File: src/rtl/assert_macros.svh
// Assertion macros used by the top level of the INI line tokenizer.
// Depends on nothing; take it in with an include at the point of use.
`ifndef ASSERT_MACROS_SVH
`define ASSERT_MACROS_SVH

// same-cycle implication
`define ILT_ASSERT_NOW(label, clk, rst_n, ante, cons) \
    label: assert property (@(posedge clk) disable iff (!(rst_n)) (ante) |-> (cons)) \
        else $error("tokenizer check failed");

// next-cycle implication
`define ILT_ASSERT_NEXT(label, clk, rst_n, ante, cons) \
    label: assert property (@(posedge clk) disable iff (!(rst_n)) (ante) |=> (cons)) \
        else $error("tokenizer check failed");

`endif

File: src/rtl/ilt_pkg.sv
// Shared types and constants of the INI line tokenizer.
// Used by the front classifier, the queue, the back serializer and the top level.
package ilt_pkg;

    localparam int OFFSET_BITS_DEF = 16;
    localparam int QUEUE_DEPTH_DEF = 4;
    localparam int FIELD_W         = 16;

    localparam logic [FIELD_W-1:0] COUNT_MAX = {FIELD_W{1'b1}};

    localparam logic [1:0] KIND_ENTRY    = 2'd0;
    localparam logic [1:0] KIND_SYNTAX   = 2'd1;
    localparam logic [1:0] KIND_DONE     = 2'd2;
    localparam logic [1:0] KIND_TOO_LONG = 2'd3;

    typedef struct packed {
        logic [7:0] text_byte;
        logic       final_byte;
    } ilt_in_t;

    typedef struct packed {
        logic [1:0]         record_kind;
        logic [FIELD_W-1:0] key_begin;
        logic [FIELD_W-1:0] key_length;
        logic [FIELD_W-1:0] value_begin;
        logic [FIELD_W-1:0] value_length;
        logic [FIELD_W-1:0] line_number;
        logic [FIELD_W-1:0] entry_total;
        logic               run_end;
    } ilt_out_t;

    typedef struct packed {
        logic               first_v;
        ilt_out_t           first_rec;
        logic               done_v;
        logic [FIELD_W-1:0] done_line;
        logic [FIELD_W-1:0] done_total;
    } ilt_qent_t;

    typedef struct packed {
        logic full;
        logic empty;
    } ilt_qstat_t;

endpackage

File: src/rtl/ilt_front.sv
// Front classifier: runs the per-byte line parser and forms the records of one byte.
// Depends on ilt_pkg.
module ilt_front #(
    parameter int OFFSET_BITS = ilt_pkg::OFFSET_BITS_DEF
) (
    input  logic              aclk,
    input  logic              aresetn,
    input  logic              take,
    input  ilt_pkg::ilt_in_t  in_data,
    output logic              push,
    output ilt_pkg::ilt_qent_t push_data
);
    import ilt_pkg::*;

    localparam logic [2:0] PH_LINE    = 3'd0;
    localparam logic [2:0] PH_COMMENT = 3'd1;
    localparam logic [2:0] PH_KEY     = 3'd2;
    localparam logic [2:0] PH_PREEQ   = 3'd3;
    localparam logic [2:0] PH_PREVAL  = 3'd4;
    localparam logic [2:0] PH_VALUE   = 3'd5;

    localparam logic [1:0] NL_NONE = 2'd0;
    localparam logic [1:0] NL_CR   = 2'd1;
    localparam logic [1:0] NL_LF   = 2'd2;

    localparam logic [7:0] CH_NUL   = 8'h00;
    localparam logic [7:0] CH_TAB   = 8'h09;
    localparam logic [7:0] CH_LF    = 8'h0A;
    localparam logic [7:0] CH_CR    = 8'h0D;
    localparam logic [7:0] CH_SPACE = 8'h20;
    localparam logic [7:0] CH_HASH  = 8'h23;
    localparam logic [7:0] CH_DOT   = 8'h2E;
    localparam logic [7:0] CH_SEMI  = 8'h3B;
    localparam logic [7:0] CH_EQ    = 8'h3D;
    localparam logic [7:0] CH_UNDER = 8'h5F;

    localparam logic [OFFSET_BITS-1:0] LIMIT = {OFFSET_BITS{1'b1}};

    logic [2:0]             phase_reg, phase_next;
    logic [OFFSET_BITS-1:0] offset_reg, offset_next;
    logic [FIELD_W-1:0]     line_reg, line_next;
    logic [1:0]             nl_reg, nl_next;
    logic [OFFSET_BITS-1:0] kstart_reg, kstart_next;
    logic [OFFSET_BITS-1:0] kend_reg, kend_next;
    logic [OFFSET_BITS-1:0] vstart_reg, vstart_next;
    logic [OFFSET_BITS-1:0] vend_reg, vend_next;
    logic [FIELD_W-1:0]     count_reg, count_next;
    logic                   halted_reg, halted_next;

    logic [7:0]             c;
    logic [OFFSET_BITS-1:0] pos;
    logic [OFFSET_BITS-1:0] pos_inc;
    logic                   is_blank, is_eol, is_keych;
    logic                   do_key, do_nl, do_eot;
    logic                   emit_entry, emit_err, emit_long;
    logic [1:0]             nl_code;

    assign c       = in_data.text_byte;
    assign pos     = offset_reg;
    assign pos_inc = offset_reg + 1'b1;
    assign is_blank = (c == CH_SPACE) || (c == CH_TAB);
    assign is_eol   = (c == CH_CR) || (c == CH_LF);
    assign is_keych = (c >= 8'h30 && c <= 8'h39) || (c >= 8'h41 && c <= 8'h5A) ||
                      (c >= 8'h61 && c <= 8'h7A) || (c == CH_DOT) || (c == CH_UNDER);
    assign nl_code  = (c == CH_CR) ? NL_CR : NL_LF;

    always_comb begin
        phase_next  = phase_reg;
        offset_next = offset_reg;
        line_next   = line_reg;
        nl_next     = nl_reg;
        kstart_next = kstart_reg;
        kend_next   = kend_reg;
        vstart_next = vstart_reg;
        vend_next   = vend_reg;
        count_next  = count_reg;
        halted_next = halted_reg;
        do_key      = 1'b0;
        do_nl       = 1'b0;
        do_eot      = 1'b0;
        emit_entry  = 1'b0;
        emit_err    = 1'b0;
        emit_long   = 1'b0;

        if (!halted_reg) begin
            if (offset_reg == LIMIT) begin
                emit_long   = 1'b1;
                halted_next = 1'b1;
            end else begin
                offset_next = pos_inc;
                if (c == CH_NUL) begin
                    do_eot = 1'b1;
                end else begin
                    unique case (phase_reg)
                        PH_LINE: begin
                            if (is_blank) begin
                                phase_next = PH_LINE;
                            end else if (c == CH_HASH || c == CH_SEMI) begin
                                phase_next = PH_COMMENT;
                            end else if (is_eol) begin
                                do_nl = 1'b1;
                            end else begin
                                kstart_next = pos;
                                kend_next   = pos;
                                do_key      = 1'b1;
                            end
                        end
                        PH_COMMENT: begin
                            do_nl = is_eol;
                        end
                        PH_KEY: begin
                            do_key = 1'b1;
                        end
                        PH_PREEQ: begin
                            if (c == CH_EQ) begin
                                vstart_next = pos_inc;
                                vend_next   = pos_inc;
                                phase_next  = PH_PREVAL;
                            end else if (!is_blank) begin
                                emit_err = 1'b1;
                            end
                        end
                        PH_PREVAL: begin
                            if (is_blank) begin
                                vstart_next = pos_inc;
                                vend_next   = pos_inc;
                            end else if (is_eol) begin
                                emit_entry = 1'b1;
                                do_nl      = 1'b1;
                            end else begin
                                vstart_next = pos;
                                vend_next   = pos_inc;
                                phase_next  = PH_VALUE;
                            end
                        end
                        default: begin
                            if (is_eol) begin
                                emit_entry = 1'b1;
                                do_nl      = 1'b1;
                            end else if (!is_blank) begin
                                vend_next = pos_inc;
                            end
                        end
                    endcase
                end
            end
        end

        if (do_key) begin
            if (is_keych) begin
                kend_next  = pos_inc;
                phase_next = PH_KEY;
            end else if (is_blank) begin
                phase_next = PH_PREEQ;
            end else if (c == CH_EQ) begin
                vstart_next = pos_inc;
                vend_next   = pos_inc;
                phase_next  = PH_PREVAL;
            end else begin
                emit_err = 1'b1;
            end
        end

        if (do_nl) begin
            if (nl_reg == NL_NONE) begin
                nl_next = nl_code;
            end
            if (nl_next == nl_code && line_reg != COUNT_MAX) begin
                line_next = line_reg + 1'b1;
            end
            phase_next = PH_LINE;
        end

        if (emit_err) begin
            halted_next = 1'b1;
        end

        if (in_data.final_byte && !halted_next) begin
            do_eot = 1'b1;
        end

        if (do_eot) begin
            if (phase_next == PH_KEY || phase_next == PH_PREEQ) begin
                emit_err = 1'b1;
            end else if (phase_next == PH_PREVAL || phase_next == PH_VALUE) begin
                emit_entry = 1'b1;
            end
            halted_next = 1'b1;
        end

        if (emit_entry && count_reg != COUNT_MAX) begin
            count_next = count_reg + 1'b1;
        end

        push_data.first_v = emit_entry || emit_err || emit_long;
        push_data.first_rec.record_kind  = emit_entry ? KIND_ENTRY :
                                           emit_err   ? KIND_SYNTAX : KIND_TOO_LONG;
        push_data.first_rec.key_begin    = emit_entry ? FIELD_W'(kstart_next) : '0;
        push_data.first_rec.key_length   =
            emit_entry ? FIELD_W'(kend_next - kstart_next) : '0;
        push_data.first_rec.value_begin  = emit_entry ? FIELD_W'(vstart_next) : '0;
        push_data.first_rec.value_length =
            emit_entry ? FIELD_W'(vend_next - vstart_next) : '0;
        push_data.first_rec.line_number  = line_reg;
        push_data.first_rec.entry_total  = count_next;
        push_data.first_rec.run_end      = 1'b0;
        push_data.done_v     = in_data.final_byte;
        push_data.done_line  = line_next;
        push_data.done_total = count_next;

        // start the next file from reset state
        if (in_data.final_byte) begin
            phase_next  = PH_LINE;
            offset_next = '0;
            line_next   = FIELD_W'(1);
            nl_next     = NL_NONE;
            kstart_next = '0;
            kend_next   = '0;
            vstart_next = '0;
            vend_next   = '0;
            count_next  = '0;
            halted_next = 1'b0;
        end
    end

    assign push = take && (push_data.first_v || push_data.done_v);

    always_ff @(posedge aclk) begin
        if (!aresetn) begin
            phase_reg  <= PH_LINE;
            offset_reg <= '0;
            line_reg   <= FIELD_W'(1);
            nl_reg     <= NL_NONE;
            kstart_reg <= '0;
            kend_reg   <= '0;
            vstart_reg <= '0;
            vend_reg   <= '0;
            count_reg  <= '0;
            halted_reg <= 1'b0;
        end else if (take) begin
            phase_reg  <= phase_next;
            offset_reg <= offset_next;
            line_reg   <= line_next;
            nl_reg     <= nl_next;
            kstart_reg <= kstart_next;
            kend_reg   <= kend_next;
            vstart_reg <= vstart_next;
            vend_reg   <= vend_next;
            count_reg  <= count_next;
            halted_reg <= halted_next;
        end
    end

endmodule

File: src/rtl/ilt_queue.sv
// Short queue between the front classifier and the back serializer.
// Depends on ilt_pkg.
module ilt_queue #(
    parameter int DEPTH = ilt_pkg::QUEUE_DEPTH_DEF
) (
    input  logic                aclk,
    input  logic                aresetn,
    input  logic                push,
    input  ilt_pkg::ilt_qent_t  push_data,
    input  logic                pop,
    output ilt_pkg::ilt_qent_t  head,
    output ilt_pkg::ilt_qstat_t stat
);
    import ilt_pkg::*;

    localparam int PTR_W = $clog2(DEPTH);
    localparam int CNT_W = $clog2(DEPTH + 1);

    ilt_qent_t            mem_reg [DEPTH];
    logic [PTR_W-1:0]     wr_ptr_reg, wr_ptr_next;
    logic [PTR_W-1:0]     rd_ptr_reg, rd_ptr_next;
    logic [CNT_W-1:0]     fill_reg, fill_next;
    logic                 do_push, do_pop;

    assign stat.full  = (fill_reg == CNT_W'(DEPTH));
    assign stat.empty = (fill_reg == '0);
    assign do_push    = push && !stat.full;
    assign do_pop     = pop && !stat.empty;
    assign head       = mem_reg[rd_ptr_reg];

    always_comb begin
        wr_ptr_next = wr_ptr_reg;
        rd_ptr_next = rd_ptr_reg;
        fill_next   = fill_reg;
        if (do_push) begin
            wr_ptr_next = (wr_ptr_reg == PTR_W'(DEPTH - 1)) ? '0 : wr_ptr_reg + 1'b1;
        end
        if (do_pop) begin
            rd_ptr_next = (rd_ptr_reg == PTR_W'(DEPTH - 1)) ? '0 : rd_ptr_reg + 1'b1;
        end
        if (do_push && !do_pop) begin
            fill_next = fill_reg + 1'b1;
        end else if (do_pop && !do_push) begin
            fill_next = fill_reg - 1'b1;
        end
    end

    always_ff @(posedge aclk) begin
        if (!aresetn) begin
            wr_ptr_reg <= '0;
            rd_ptr_reg <= '0;
            fill_reg   <= '0;
        end else begin
            wr_ptr_reg <= wr_ptr_next;
            rd_ptr_reg <= rd_ptr_next;
            fill_reg   <= fill_next;
        end
    end

    always_ff @(posedge aclk) begin
        if (do_push) begin
            mem_reg[wr_ptr_reg] <= push_data;
        end
    end

endmodule

File: src/rtl/ilt_back.sv
// Back serializer: turns each queued byte result into one or two output records.
// Depends on ilt_pkg.
module ilt_back (
    input  logic                aclk,
    input  logic                aresetn,
    input  ilt_pkg::ilt_qent_t  head,
    input  ilt_pkg::ilt_qstat_t stat,
    output logic                pop,
    output logic                m_valid,
    input  logic                m_ready,
    output ilt_pkg::ilt_out_t   m_data
);
    import ilt_pkg::*;

    logic     valid_reg, valid_next;
    logic     half_reg, half_next;
    ilt_out_t data_reg, data_next;
    logic     load;

    assign load = !valid_reg || m_ready;

    always_comb begin
        pop        = 1'b0;
        valid_next = valid_reg;
        half_next  = half_reg;
        data_next  = data_reg;
        if (load) begin
            valid_next = !stat.empty;
            if (!stat.empty) begin
                if (head.first_v && !half_reg) begin
                    data_next         = head.first_rec;
                    data_next.run_end = !head.done_v;
                    if (head.done_v) begin
                        half_next = 1'b1;
                    end else begin
                        pop = 1'b1;
                    end
                end else begin
                    data_next.record_kind  = KIND_DONE;
                    data_next.key_begin    = '0;
                    data_next.key_length   = '0;
                    data_next.value_begin  = '0;
                    data_next.value_length = '0;
                    data_next.line_number  = head.done_line;
                    data_next.entry_total  = head.done_total;
                    data_next.run_end      = 1'b1;
                    half_next = 1'b0;
                    pop       = 1'b1;
                end
            end
        end
    end

    always_ff @(posedge aclk) begin
        if (!aresetn) begin
            valid_reg <= 1'b0;
            half_reg  <= 1'b0;
        end else begin
            valid_reg <= valid_next;
            half_reg  <= half_next;
        end
    end

    always_ff @(posedge aclk) begin
        data_reg <= data_next;
    end

    assign m_valid = valid_reg;
    assign m_data  = data_reg;

endmodule

File: src/rtl/ini_line_tokenizer_core.sv
// Top level of the INI line tokenizer: front classifier, queue, back serializer.
// Depends on ilt_pkg, ilt_front, ilt_queue, ilt_back and assert_macros.svh.
//
//   channel   direction  ports                       payload
//   s_        in         s_valid s_ready s_data      text_byte, final_byte
//   m_        out        m_valid m_ready m_data      one record per transaction
//
// One byte is accepted per cycle while the queue has room; the parser state
// updates in the cycle of acceptance. A record passes through the queue into the
// output register, which loads when it is empty or being taken, and stays there
// until taken; a final byte with a pending record yields two records. Queue depth
// bounds how many record-producing bytes run ahead of a stalled output.
// Reset is synchronous and active low; no clearing pass.
`include "assert_macros.svh"

module ini_line_tokenizer_core #(
    parameter int OFFSET_BITS = ilt_pkg::OFFSET_BITS_DEF,
    parameter int QUEUE_DEPTH = ilt_pkg::QUEUE_DEPTH_DEF
) (
    input  logic              aclk,
    input  logic              aresetn,
    input  logic              s_valid,
    output logic              s_ready,
    input  ilt_pkg::ilt_in_t  s_data,
    output logic              m_valid,
    input  logic              m_ready,
    output ilt_pkg::ilt_out_t m_data
);
    import ilt_pkg::*;

    logic       take;
    logic       push;
    logic       pop;
    ilt_qent_t  push_data;
    ilt_qent_t  head;
    ilt_qstat_t qstat;

    assign s_ready = !qstat.full;
    assign take    = s_valid && s_ready;

    ilt_front #(
        .OFFSET_BITS(OFFSET_BITS)
    ) u_front (
        .aclk     (aclk),
        .aresetn  (aresetn),
        .take     (take),
        .in_data  (s_data),
        .push     (push),
        .push_data(push_data)
    );

    ilt_queue #(
        .DEPTH(QUEUE_DEPTH)
    ) u_queue (
        .aclk     (aclk),
        .aresetn  (aresetn),
        .push     (push),
        .push_data(push_data),
        .pop      (pop),
        .head     (head),
        .stat     (qstat)
    );

    ilt_back u_back (
        .aclk   (aclk),
        .aresetn(aresetn),
        .head   (head),
        .stat   (qstat),
        .pop    (pop),
        .m_valid(m_valid),
        .m_ready(m_ready),
        .m_data (m_data)
    );

    `ILT_ASSERT_NOW(a_done_ends_run, aclk, aresetn,
        m_valid && m_data.record_kind == KIND_DONE, m_data.run_end)
    `ILT_ASSERT_NOW(a_nonentry_zero, aclk, aresetn,
        m_valid && m_data.record_kind != KIND_ENTRY,
        m_data.key_begin == '0 && m_data.key_length == '0 && m_data.value_length == '0)
    `ILT_ASSERT_NOW(a_entry_counted, aclk, aresetn,
        m_valid && m_data.record_kind == KIND_ENTRY, m_data.entry_total != '0)
    `ILT_ASSERT_NEXT(a_pop_clears_full, aclk, aresetn,
        pop && !push, !qstat.full)

endmodule

File: config.mk
export PLATFORM = sky130hd
export DESIGN_NAME = ini_line_tokenizer_core
export DESIGN_NICKNAME = d
export VERILOG_FILES = /design/src/rtl/ilt_pkg.sv /design/src/rtl/ilt_front.sv /design/src/rtl/ilt_queue.sv /design/src/rtl/ilt_back.sv /design/src/rtl/ini_line_tokenizer_core.sv
export VERILOG_INCLUDE_DIRS = /design/src /design/src/rtl
export SDC_FILE = /design/constraint.sdc
export NUM_CORES = 1
export LEC_CHECK = 0
export BUFFER_PORTS_ARGS = -buffer_cell sky130_fd_sc_hd__buf_2
export CAP_MARGIN = 20
export CORE_MARGIN = 2
export CORE_UTILIZATION = 30
export CTS_CLUSTER_DIAMETER = 60
export DETAILED_ROUTE_END_ITERATION = 16
export SYNTH_ARGS = -nofsm -noshare
export SYNTH_HDL_FRONTEND = slang
export SYNTH_SLANG_ARGS = --single-unit
export TNS_END_PERCENT = 5
File: constraint.sdc
create_clock -name aclk -period 25.6 [get_ports aclk]
set_input_delay 3.84 -clock aclk [delete_from_list [all_inputs] [get_ports aclk]]
set_output_delay 3.84 -clock aclk [all_outputs]
set_load 0.02 [all_outputs]
# Yosys cells after proc, flatten, opt, wreduce, memory -nomap -nowiden
# Memories as Yosys holds them, arrays and structs flattened. A register that Yosys moved wholly into a read port is not among the register bits.
# Cells that the tools add are included.
[op_classes] addsub=9 multipliers=0 div_mod_pow=0 magnitude_cmp=6 eq_ne=27 shift=0 n_mux=137 bitwise=1 reduce_logical=47
[ops] cell="2-to-1 mux 16 bit" count=54
[ops] cell="2-to-1 mux 1 bit" count=49
[ops] cell="adder 16 x 1 -> 16 bit, second input constant" count=3
[ops] cell="2-to-1 mux 3 bit" count=16
[ops] cell="case mux 16 bit (3 select lines)" count=1
[ops] cell="equality test 8 x 6 -> 1 bit, second input constant" count=5
[ops] cell="2-to-1 mux 33 bit" count=1
[ops] cell="inequality test 16 bit, second input constant" count=2
[ops] cell="case mux 16 bit (2 select lines)" count=1
[ops] cell="subtractor 16 bit" count=2
[ops] cell="equality test 8 x 4 -> 1 bit, second input constant" count=3
[ops] cell="2-to-1 mux 2 bit" count=11
[ops] cell="equality test 16 bit, second input constant" count=1
[ops] cell="greater-or-equal comparator 8 x 7 -> 1 bit, second input constant" count=2
[ops] cell="<= comparator 8 x 7 -> 1 bit, second input constant" count=2
[ops] cell="logical AND 1 bit" count=13
[ops] cell="logical OR 1 bit" count=13
[ops] cell="equality test 3 x 2 -> 1 bit, second input constant" count=4
[ops] cell="equality test 3 bit, second input constant" count=4
[ops] cell="case mux 3 bit (3 select lines)" count=1
[ops] cell="equality test 8 x 7 -> 1 bit, second input constant" count=1
[ops] cell="greater-or-equal comparator 8 x 6 -> 1 bit, second input constant" count=1
[ops] cell="<= comparator 8 x 6 -> 1 bit, second input constant" count=1
[ops] cell="logical NOT 1 bit" count=8
[ops] cell="other kinds (20)" count=28
[totals] ff_bits=226 latchBits=0 mem_bits_rw=528 rom_bits=0 inputBits=13 out_inout_bits=101 mem_count=1
[memory_table] name="u_queue.mem_reg" depth=4 width=132 rd=1 rd_ports_with_merged_regs=1 wr=1 line_no="ilt_queue.sv:19" rtl="ilt_qent_t mem_reg [DEPTH];"

# Longest topological paths before layout
# Gate-level depths: netlist (run 1).
[depth] depth_word=27 mapped_depth=23 depth_no_buf=20

# Modules after synthesis
# Synthesis (run 1) repeated with hierarchy kept, for this count alone.
[hier_totals] hier_cells=2337 hier_area_um2=33359.5
[by_module_without_submodules] module="ilt_queue" n_inst=1 cells_each=746 area_each_um2=19643.8 seq_area_each_um2=16155.5
[by_module_without_submodules] module="ilt_front" n_inst=1 cells_each=1370 area_each_um2=9636.7 seq_area_each_um2=2362.3
[by_module_without_submodules] module="ilt_back" n_inst=1 cells_each=219 area_each_um2=4068.9 seq_area_each_um2=3012.9
[by_module_without_submodules] module="ini_line_tokenizer_core" n_inst=1 cells_each=2 area_each_um2=10.0 seq_area_each_um2=0.0

# Least setup slack after synthesis (run 1)
# No wires, ideal clock.
[synth_timing] path_type="input to register" startpoint="input port m_ready" endpoint="register u_queue.fill_reg[2]" arrival_ns=10.739 path_slack_ns=14.786 path_stages=9 path_buffers=0 path_cell_list="inv_1 a21oi_1 nand2_1 ha_1 inv_1 fa_1 xor2_1 or3_1 a21boi_0"
[synth_between] elab_chain_len=6 elab_cells_between_ends=8 cone_classes="mux: 2; reduce/logical: 6"
[synth_lines] element="start, declared" line_no="ini_line_tokenizer_core.sv:26" rtl="input logic m_ready,"
[synth_lines] element="logical OR 1 bit (*)" line_no="ilt_back.sv:20" rtl="assign load = !valid_reg || m_ready;"
[synth_lines] element="2-to-1 mux 1 bit (*)" line_no="ilt_back.sv:27" rtl="if (load) begin"
[synth_lines] element="logical AND 1 bit (*)" line_no="ilt_queue.sv:28" rtl="assign do_pop = pop && !stat.empty;"
[synth_lines] element="logical NOT 1 bit" line_no="ilt_queue.sv:41" rtl="if (do_push && !do_pop) begin"
[synth_lines] element="logical AND 1 bit" line_no="ilt_queue.sv:41"
[synth_lines] element="2-to-1 mux 3 bit / nonzero test 2 bit (equally long branches)"
[synth_lines] element="end signal, assigned" line_no="ilt_queue.sv:56" rtl="fill_reg <= fill_next;"
[synth_lines] element="end, declared" line_no="ilt_queue.sv:22" rtl="logic [CNT_W-1:0] fill_reg, fill_next;"
# Mark *: on every way between the ends. The rest lies on a longest branch, timed or not.
# A chain may end at the register's enable or synchronous reset.

==> results of run 1 <==
## area by class of cell
| cell class | count | area, um^2 | area share (%) |
|---|---|---|---|
| flip-flops and latches | 692 | 19500 | 55.46 |
| multi-input cells | 1313 | 10500 | 29.87 |
| clock buffers | 93 | 2017 | 5.738 |
| well taps | 1368 | 1712 | 4.869 |
| repair buffers | 147 | 820.8 | 2.335 |
| clock inverters | 43 | 508.0 | 1.445 |
| inverters | 25 | 93.84 | 0.2670 |
| diodes | 2 | 5.005 | 0.01424 |
## metal layers
metal  GRT usage, %  vias to the layer above  wire (um)
met4          4.599                       10       1719
met1          20.28                     9620      35500
met5              0                        -         56
li1               -                     8595          -
met2          24.40                      492      37480
met3          2.653                      118       4104
## cells by family (layout without fill, tap and decap cells)
family / Yosys count / in the layout / share of synthesized area, %
other: 0 / 2 / 0
multiplexers: 177 / 177 / 10.62
AO/OA/AOI/OAI: 436 / 436 / 9.580
XOR/XNOR: 73 / 73 / 2.135
buffers and inverters: 178 / 308 / 2.384
flip-flops: 692 / 692 / 63.58
AND/OR/NAND/NOR: 585 / 585 / 9.911
adder cells (fa/ha/maj): 42 / 42 / 1.788
## path summary, 6_finish.rpt
check	to	slack (ns)	cells past startpoint
worst min-delay path	u_front.vend_reg[0]$_SDFFE_PN0P_	0.47	2
worst min register to register	u_front.vend_reg[0]$_SDFFE_PN0P_	0.47	2
worst max register to register	u_queue.mem_reg[3][80]$_DFFE_PP_	19.50	17
worst max-delay path	u_queue.mem_reg[3][80]$_DFFE_PP_	16.80	17
## layout by cell type, fill, tap and decap left out, drive strengths merged, types with 34 or more instances in the layout
| cell | n |
|---|---|
| nor2b | 46 |
| a22oi | 35 |
| xnor2 | 47 |
| a21oi | 73 |
| mux2i | 34 |
| nand3 | 35 |
| edfxtp | 563 |
| mux4 | 116 |
| clkbuf | 93 |
| buf | 147 |
| dfxtp | 129 |
| o21ai | 134 |
| nand2 | 134 |
| and3 | 85 |
| nor2 | 125 |
| ha | 39 |
## report_power, final
group / leakage, nW / switching (W) / internal [W]
Clock: 1.24 / 0.000448 / 0.000665
Combinational: 4.13 / 0.000436 / 0.000267
Sequential: 6.42 / 0.0000601 / 0.00140
Total: 11.8 / 0.000945 / 0.00234
## worst reg2reg max path, stage by stage (launching register included)
cell	delay (ns)
dfxtp_1	0.59
ha_1	0.45
nand4_1	0.32
o41a_1	0.62
nand3_1	0.28
nor2_1	0.09
buf_4	0.22
a21oi_4	0.36
mux2_2	0.43
ha_1	0.28
nor2b_1	0.20
o31ai_1	0.12
a2111oi_0	0.66
nor3_1	0.17
o31ai_1	0.38
a31oi_1	0.16
xor3_1	0.36
nor2_1	0.22
## metrics by stage
stage / instances / utilization (%) / total power (W)
floorplan: 2183 / - / 0.001970
global placement: 3542 / 32.09 / 0.002204
detailed placement: 3544 / 32.10 / 0.002216
CTS: 3680 / 34.59 / 0.003337
global route: 3683 / 34.60 / 0.003425
finish: 3683 / 34.60 / 0.003281
==> results by group, run 1 <==
GRT
  – Grt total ovfl: 0
  – Global-route wire length before repair: between 100000 and 150000 um
  – Vias in the first global route: 19100
  – Initial antenna violation count: 10
  – Largest net degree at the start of global routing: 70
  – Overall routing resource usage: between 10 and 15%

Clock tree
  – Clk slew on worst S/H paths: ~0.060 ns
  – H-tree Lvls: 3
  – # clock sinks: approximately 690
  – Clk_lat worst skew: around 0.63 ns
  – Root buffer cell: clkbuf_16
  – Post_cts resized: 0
  – Bufs on Longest Clock Path: 3
  – Post-CTS setup buffer count: 0
  – Post-CTS Hold Buffers: 0
  – CTS tree: yes
  – Total CTS buffers: 75

Logic synthesis
  – Yosys top cell by area: edfxtp_1
  – Yosys cell types: 96
  – Seq cells post-synth: 692
  – Synth top area cells: edfxtp_1, mux4_2, dfxtp_1
  – Ys async rst share: 0%
  – Syn_nets: roughly 2200
  – Yosys warns: 0
  – Mapped Area: 30650 um^2
  – Syn avg cell area: 14.04 um^2
  – Count leader, synth: edfxtp_1
  – Synth top cells by count: edfxtp_1, nand2_1, dfxtp_1, nor2_1, o21ai_0
  – Top FF cell, synth: edfxtp_1
  – Post-Syn Instances: around 2200
  – Post-synthesis sequential area ratio: 63.58%
  – Post-synth EDFFs: 563
  – Top-area cell type share of the netlist area: around 55%

Critical path
  – CP delay by family, top: simple AND/OR/NAND/NOR gates
  – Setup CP Type: in -> reg
  – Crit path buffers/inverters: 2
  – Slowest-stage cell, CP: a2111oi_0
  – Max stage delay on crit path: ~0.66 ns
  – Worst setup EP type: flip-flop
  – Worst setup path start: s_data[5]
  – CP startpoint kind: input port
  – Crit Path Max Fanout: 25
  – Cell-by-cell trace of the critical path: buf_2 > or3_1 > or4_1 > a32oi_2 > or2_2 > nand2_1 > a21oi_1 > inv_1 > ha_1 > nor2b_1 > o31ai_1 > a2111oi_0 > nor3_1 > o31ai_1 > a31oi_1 > xor3_1 > nor2_1
  – WP data arrival: between 9 and 10 ns
  – Critical Path RT: ~26 ns
  – Most used cell along the critical path: o31ai_1
  – Worst r2r src: u_front.offset_reg[0]$_SDFFE_PN0P_

Flow run
  – Max-cap viol count: 0

Place
  – Gpl congestion: between 0.8 and 0.9
  – Dpl hpwl: about 51000 um
  – Post-DP Area: roughly 33000 um^2
  – I/O Buffers: 113
  – Post-place setup slack: between 15 and 20 ns

Floorplanning
  – Row count: approximately 120
  – DIE WIDTH: ~320 um
  – Die H: ~320 um
  – Die ar.: about 100000 um^2
  – Core Region: approximately 100000 um^2
  – Initial Utilization: between 30% and 40%
  – I/O pins: approximately 110

STA
  – Worst setup margin: about 17 ns
  – Worst-Margin Slew: about 1.1 ns
  – Max Freq: 113.6 MHz
  – Hold_ws: between 0.4 and 0.5 ns
  – Final hold violation count: 0
  – RSZ-0062 raised after global routing: false
  – Max-slew violations: 0
  – Worst Skew: 0.02380 ns
  – Tmin final: about 8.8 ns
  – Post-Route Setup TNS: 0 ns
  – Max transition margin: between 20% and 30%
  – Final period util: about 34%
  – Setup Viol. Count Final: 0

Routing
  – DRC violations left: 0
  – 1st-iter DRT viols: ~1600
  – Vias per inst: 5.114
  – Final ANT Viol Nets: 0
  – Total number of vias: roughly 19000
  – First-pass iteration count of the detailed router: 5
  – Final WL: about 79000 um
  – Wire per inst: roughly 21 um

Cells and area
  – Filler cell count: 9809
  – Layout cells sized above 1: 19.80%
  – Final cell area excluding filler cells: around 35000 um^2
  – Area grow syn2layout: 14.67%
  – Final net count: 2309
  – Max FFs per register: 464

Pwr
  – LEAKAGE: ~12 nW
  – Maximum vdd drop: between 0.05 and 0.06 mV
  – P per Cell Area: approximately 93 nW/um^2

Min path
  – Hold Crit Class: reg -> reg
  – HP Start: u_front.vend_reg[0]$_SDFFE_PN0P_

Status
  – Status: completed
(Power assumes the default switching activity.)
==> run 2, diff against run 1 <==
--- a/config.mk
+++ b/config.mk
@@ -6,6 +6,7 @@
 export SDC_FILE = /design/constraint.sdc
 export NUM_CORES = 1
 export LEC_CHECK = 0
+export ABC_AREA = 1
 export BUFFER_PORTS_ARGS = -buffer_cell sky130_fd_sc_hd__buf_2
 export CAP_MARGIN = 20
 export CORE_MARGIN = 2
==> constraint.sdc (replaced) <==
create_clock -name aclk -period 7.6 [get_ports aclk]
set_input_delay 1.14 -clock aclk [delete_from_list [all_inputs] [get_ports aclk]]
set_output_delay 1.14 -clock aclk [all_outputs]
set_load 0.02 [all_outputs]
==> run 2 against run 1 <==
Effect of this change:
- worst hold slack worse by 0.0051 ns
- clock-buffer cell count increased by 14
- die area increased by 2.8%
- largest cell class unchanged
==> results by group, run 2 <==
Status
  – Status: completed

Floorplanning
  – DIE WIDTH: 328.1 um (+1.4%)
  – Row count: 118 (+0.85%)
  – Die H: 328.1 um (+1.4%)
  – Die ar.: 107700 um^2 (+2.8%)
  – Core Region: 103800 um^2 (+2.2%)
  – Initial Utilization: 30.36% (+0.19 points)
  – I/O pins: 114 (unchanged)

STA
  – Worst-Margin Slew: 1.154 ns (+0.08370 ns)
  – Final period util: 74.11%
  – Max Freq: 177.6 MHz
  – Setup Viol. Count Final: 0 (unchanged)
  – Max transition margin: 23.08% (-5.6 points)
  – Worst Skew: 0.03593 ns (+0.01213 ns)
  – Tmin final: approximately 5.6 ns
  – Max-slew violations: 0 (unchanged)
  – Worst setup margin: 1.968 ns (-14.83 ns)
  – Hold_ws: 0.4631 ns (-0.005140 ns)
  – RSZ-0062 raised after global routing: false
  – Final hold violation count: 0 (unchanged)

Logic synthesis
  – Ys async rst share: 0% (unchanged)
  – Count leader, synth: edfxtp_1
  – Yosys cell types: 69 (-28%)
  – Post-synth EDFFs: 563 (unchanged)
  – Synth top cells by count: edfxtp_1, nor2_1, nand2_1, o21ai_0, a21oi_1
  – Syn avg cell area: 10.02 um^2 (-29%)
  – Mapped Area: 31520 um^2 (+2.8%)
  – Syn_nets: 3200 (+43%)
  – Top-area cell type share of the netlist area: 53.64% (-1.5 points)
  – Post-synthesis sequential area ratio: 61.84% (-1.7 points)
  – Synth top area cells: edfxtp_1, dfxtp_1, nor2_1
  – Top FF cell, synth: edfxtp_1
  – Seq cells post-synth: 692 (unchanged)
  – Post-Syn Instances: 3145 (+44%)
  – Yosys warns: 0 (unchanged)
  – Yosys top cell by area: edfxtp_1

Routing
  – DRC violations left: 0 (unchanged)
  – First-pass iteration count of the detailed router: 6 (+1)
  – 1st-iter DRT viols: 2029 (+26%)
  – Final ANT Viol Nets: 0 (unchanged)
  – Final WL: 83070 um (+5.3%)
  – Vias per inst: 4.929 (-3.6%)
  – Total number of vias: 22920 (+22%)
  – Wire per inst: 17.86 um (-17%)

Cells and area
  – Filler cell count: 10350 (+5.5%)
  – Area grow syn2layout: 14.13%
  – Layout cells sized above 1: 12.60% (-7.2 points)
  – Most frequent cells in the layout: edfxtp_1, nor2_1, nand2_1, o21ai_0, a21oi_1
  – Max FFs per register: 464 (unchanged)
  – Final cell area excluding filler cells: 35970 um^2 (+2.3%)
  – Commonest non-fill, non-tap cell in the layout: edfxtp_1
  – Final net count: 3261 (+41%)

Place
  – Post-DP Area: 33460 um^2 (+2.6%)
  – Gpl congestion: 0.9431 (+7.2%)
  – Dpl hpwl: 51040 um (+0.57%)
  – Post-place setup slack: 1.352 ns (-14.98 ns)
  – I/O Buffers: 113 (unchanged)

Critical path
  – CP delay by family, top: simple AND/OR/NAND/NOR gates
  – Crit Path Max Fanout: 38 (+52%)
  – Setup CP Type: in -> reg
  – Worst setup EP type: flip-flop
  – Slowest-stage cell, CP: nand2_2
  – Crit path buffers/inverters: 5 (+3)
  – WP data arrival: 5.98 ns (-3.24 ns)
  – CP startpoint kind: input port
  – Max stage delay on crit path: 0.60 ns (-0.06 ns)
  – Critical Path RT: 7.95 ns (-18.07 ns)

Clock tree
  – Post-CTS Hold Buffers: 0 (unchanged)
  – # clock sinks: 692 (unchanged)
  – H-tree Lvls: 3 (unchanged)
  – Root buffer cell: clkbuf_16
  – Post-CTS setup buffer count: 0 (unchanged)
  – CTS tree: yes
  – Total CTS buffers: 78 (+4.0%)
  – Post_cts resized: 0 (unchanged)
  – Clk_lat worst skew: 0.64 ns (about the same)
  – Bufs on Longest Clock Path: 3 (unchanged)
  – Clk slew on worst S/H paths: 0.06 ns (about the same)

GRT
  – Overall routing resource usage: 15.09% (+0.13 points)
  – Initial antenna violation count: 3 (-7)
  – Global-route wire length before repair: 127400 um (+6.6%)
  – Grt total ovfl: 0 (unchanged)
  – Vias in the first global route: 21600 (+13%)
  – Largest net degree at the start of global routing: 90 (+29%)

Min path
  – Hold Crit Class: reg -> reg

Pwr
  – P per Cell Area: 347.7 nW/um^2 (+270%)
  – LEAKAGE: 12.78 nW (+8.5%)
  – Maximum vdd drop: 0.1807 mV (+240%)

Flow run
  – Max-cap viol count: 0 (unchanged)
## run 2: changes by cell type in the layout (fill, tap and decap cells not counted), sizes merged, moves of 116 or more
cell   before  now
inv        31  211
nor2      125  570
a21oi      73  262
mux4      116    0
nand2     134  495
o21ai     134  373
## run 2: final cells by class
cell class                      instances  area, um^2  area share (%)
Antenna cell                            1       2.502        0.006957
Inverter                              204       783.3           2.178
Sequential cell                       692       19500           54.20
Timing Repair Buffer                  144       860.8           2.393
Clock buffer                          107        2215           6.157
Tap cell                             1380        1727           4.801
Multi-Input combinational cell       2086       10600           29.47
Clock inverter                         36       285.3          0.7931
## run 2: metrics by stage
step	util [%]	TNS [ns]	instances	power (W)
6_report	34.65	0	4650	0.01251
3_3_place_gp	32.24	0	4505	0.008935
2_1_floorplan	-	-208.16	3145	0.007769
4_1_cts	34.64	0	4648	0.01266
5_1_grt	34.65	0	4650	0.01322
3_5_place_dp	32.24	0	4505	0.008979
## run 2: worst paths after layout
check	from	end	slack, ns	cells after the start
setup / recovery	s_data[7]	u_queue.mem_reg[0][77]$_DFFE_PP_	1.97	33
hold / removal	u_front.kstart_reg[14]$_SDFFE_PN0P_	u_front.kstart_reg[14]$_SDFFE_PN0P_	0.46	2
setup reg to reg	u_front.offset_reg[0]$_SDFFE_PN0P_	u_queue.mem_reg[0][77]$_DFFE_PP_	2.02	32
hold reg to reg	u_front.kstart_reg[14]$_SDFFE_PN0P_	u_front.kstart_reg[14]$_SDFFE_PN0P_	0.46	2
## run 2: worst register-to-register path: cells and delay by family (launching register included)
kind | cells | cell delay [ns]
flops | 1 | 0.55
compound gates | 6 | 0.86
fa+ha+maj | 3 | 0.85
buf+inv | 3 | 0.41
simple gates | 20 | 2.65
## run 2: cells by family (layout without fill, tap and decap cells)
logic type / Yosys count / count (layout) / synth area share [%]
XOR/XNOR: 41 / 41 / 1.139
AND/OR/NAND/NOR: 1207 / 1207 / 16.43
multiplexers: 1 / 1 / 0.03573
flip-flops: 692 / 692 / 61.84
buffers and inverters: 367 / 491 / 4.725
AO/OA/AOI/OAI: 795 / 795 / 14.09
other: 0 / 1 / 0
adder cells (fa/ha/maj): 42 / 42 / 1.739
## run 2: routing by layer
metal  vias to the layer above  global-route usage (%)  part of all wire [%]
met4                         2                   4.986                   2.4
li1                      11070                       -                     -
met2                       706                   24.70                    47
met1                     11000                   20.31                    45
met3                       142                   2.464                   6.0
met5                         -                       0                0.0084
## run 2: power by group
group          internal (W)  switching, W
combinational      0.000997       0.00272
sequential          0.00492      0.000208
clock               0.00213       0.00154
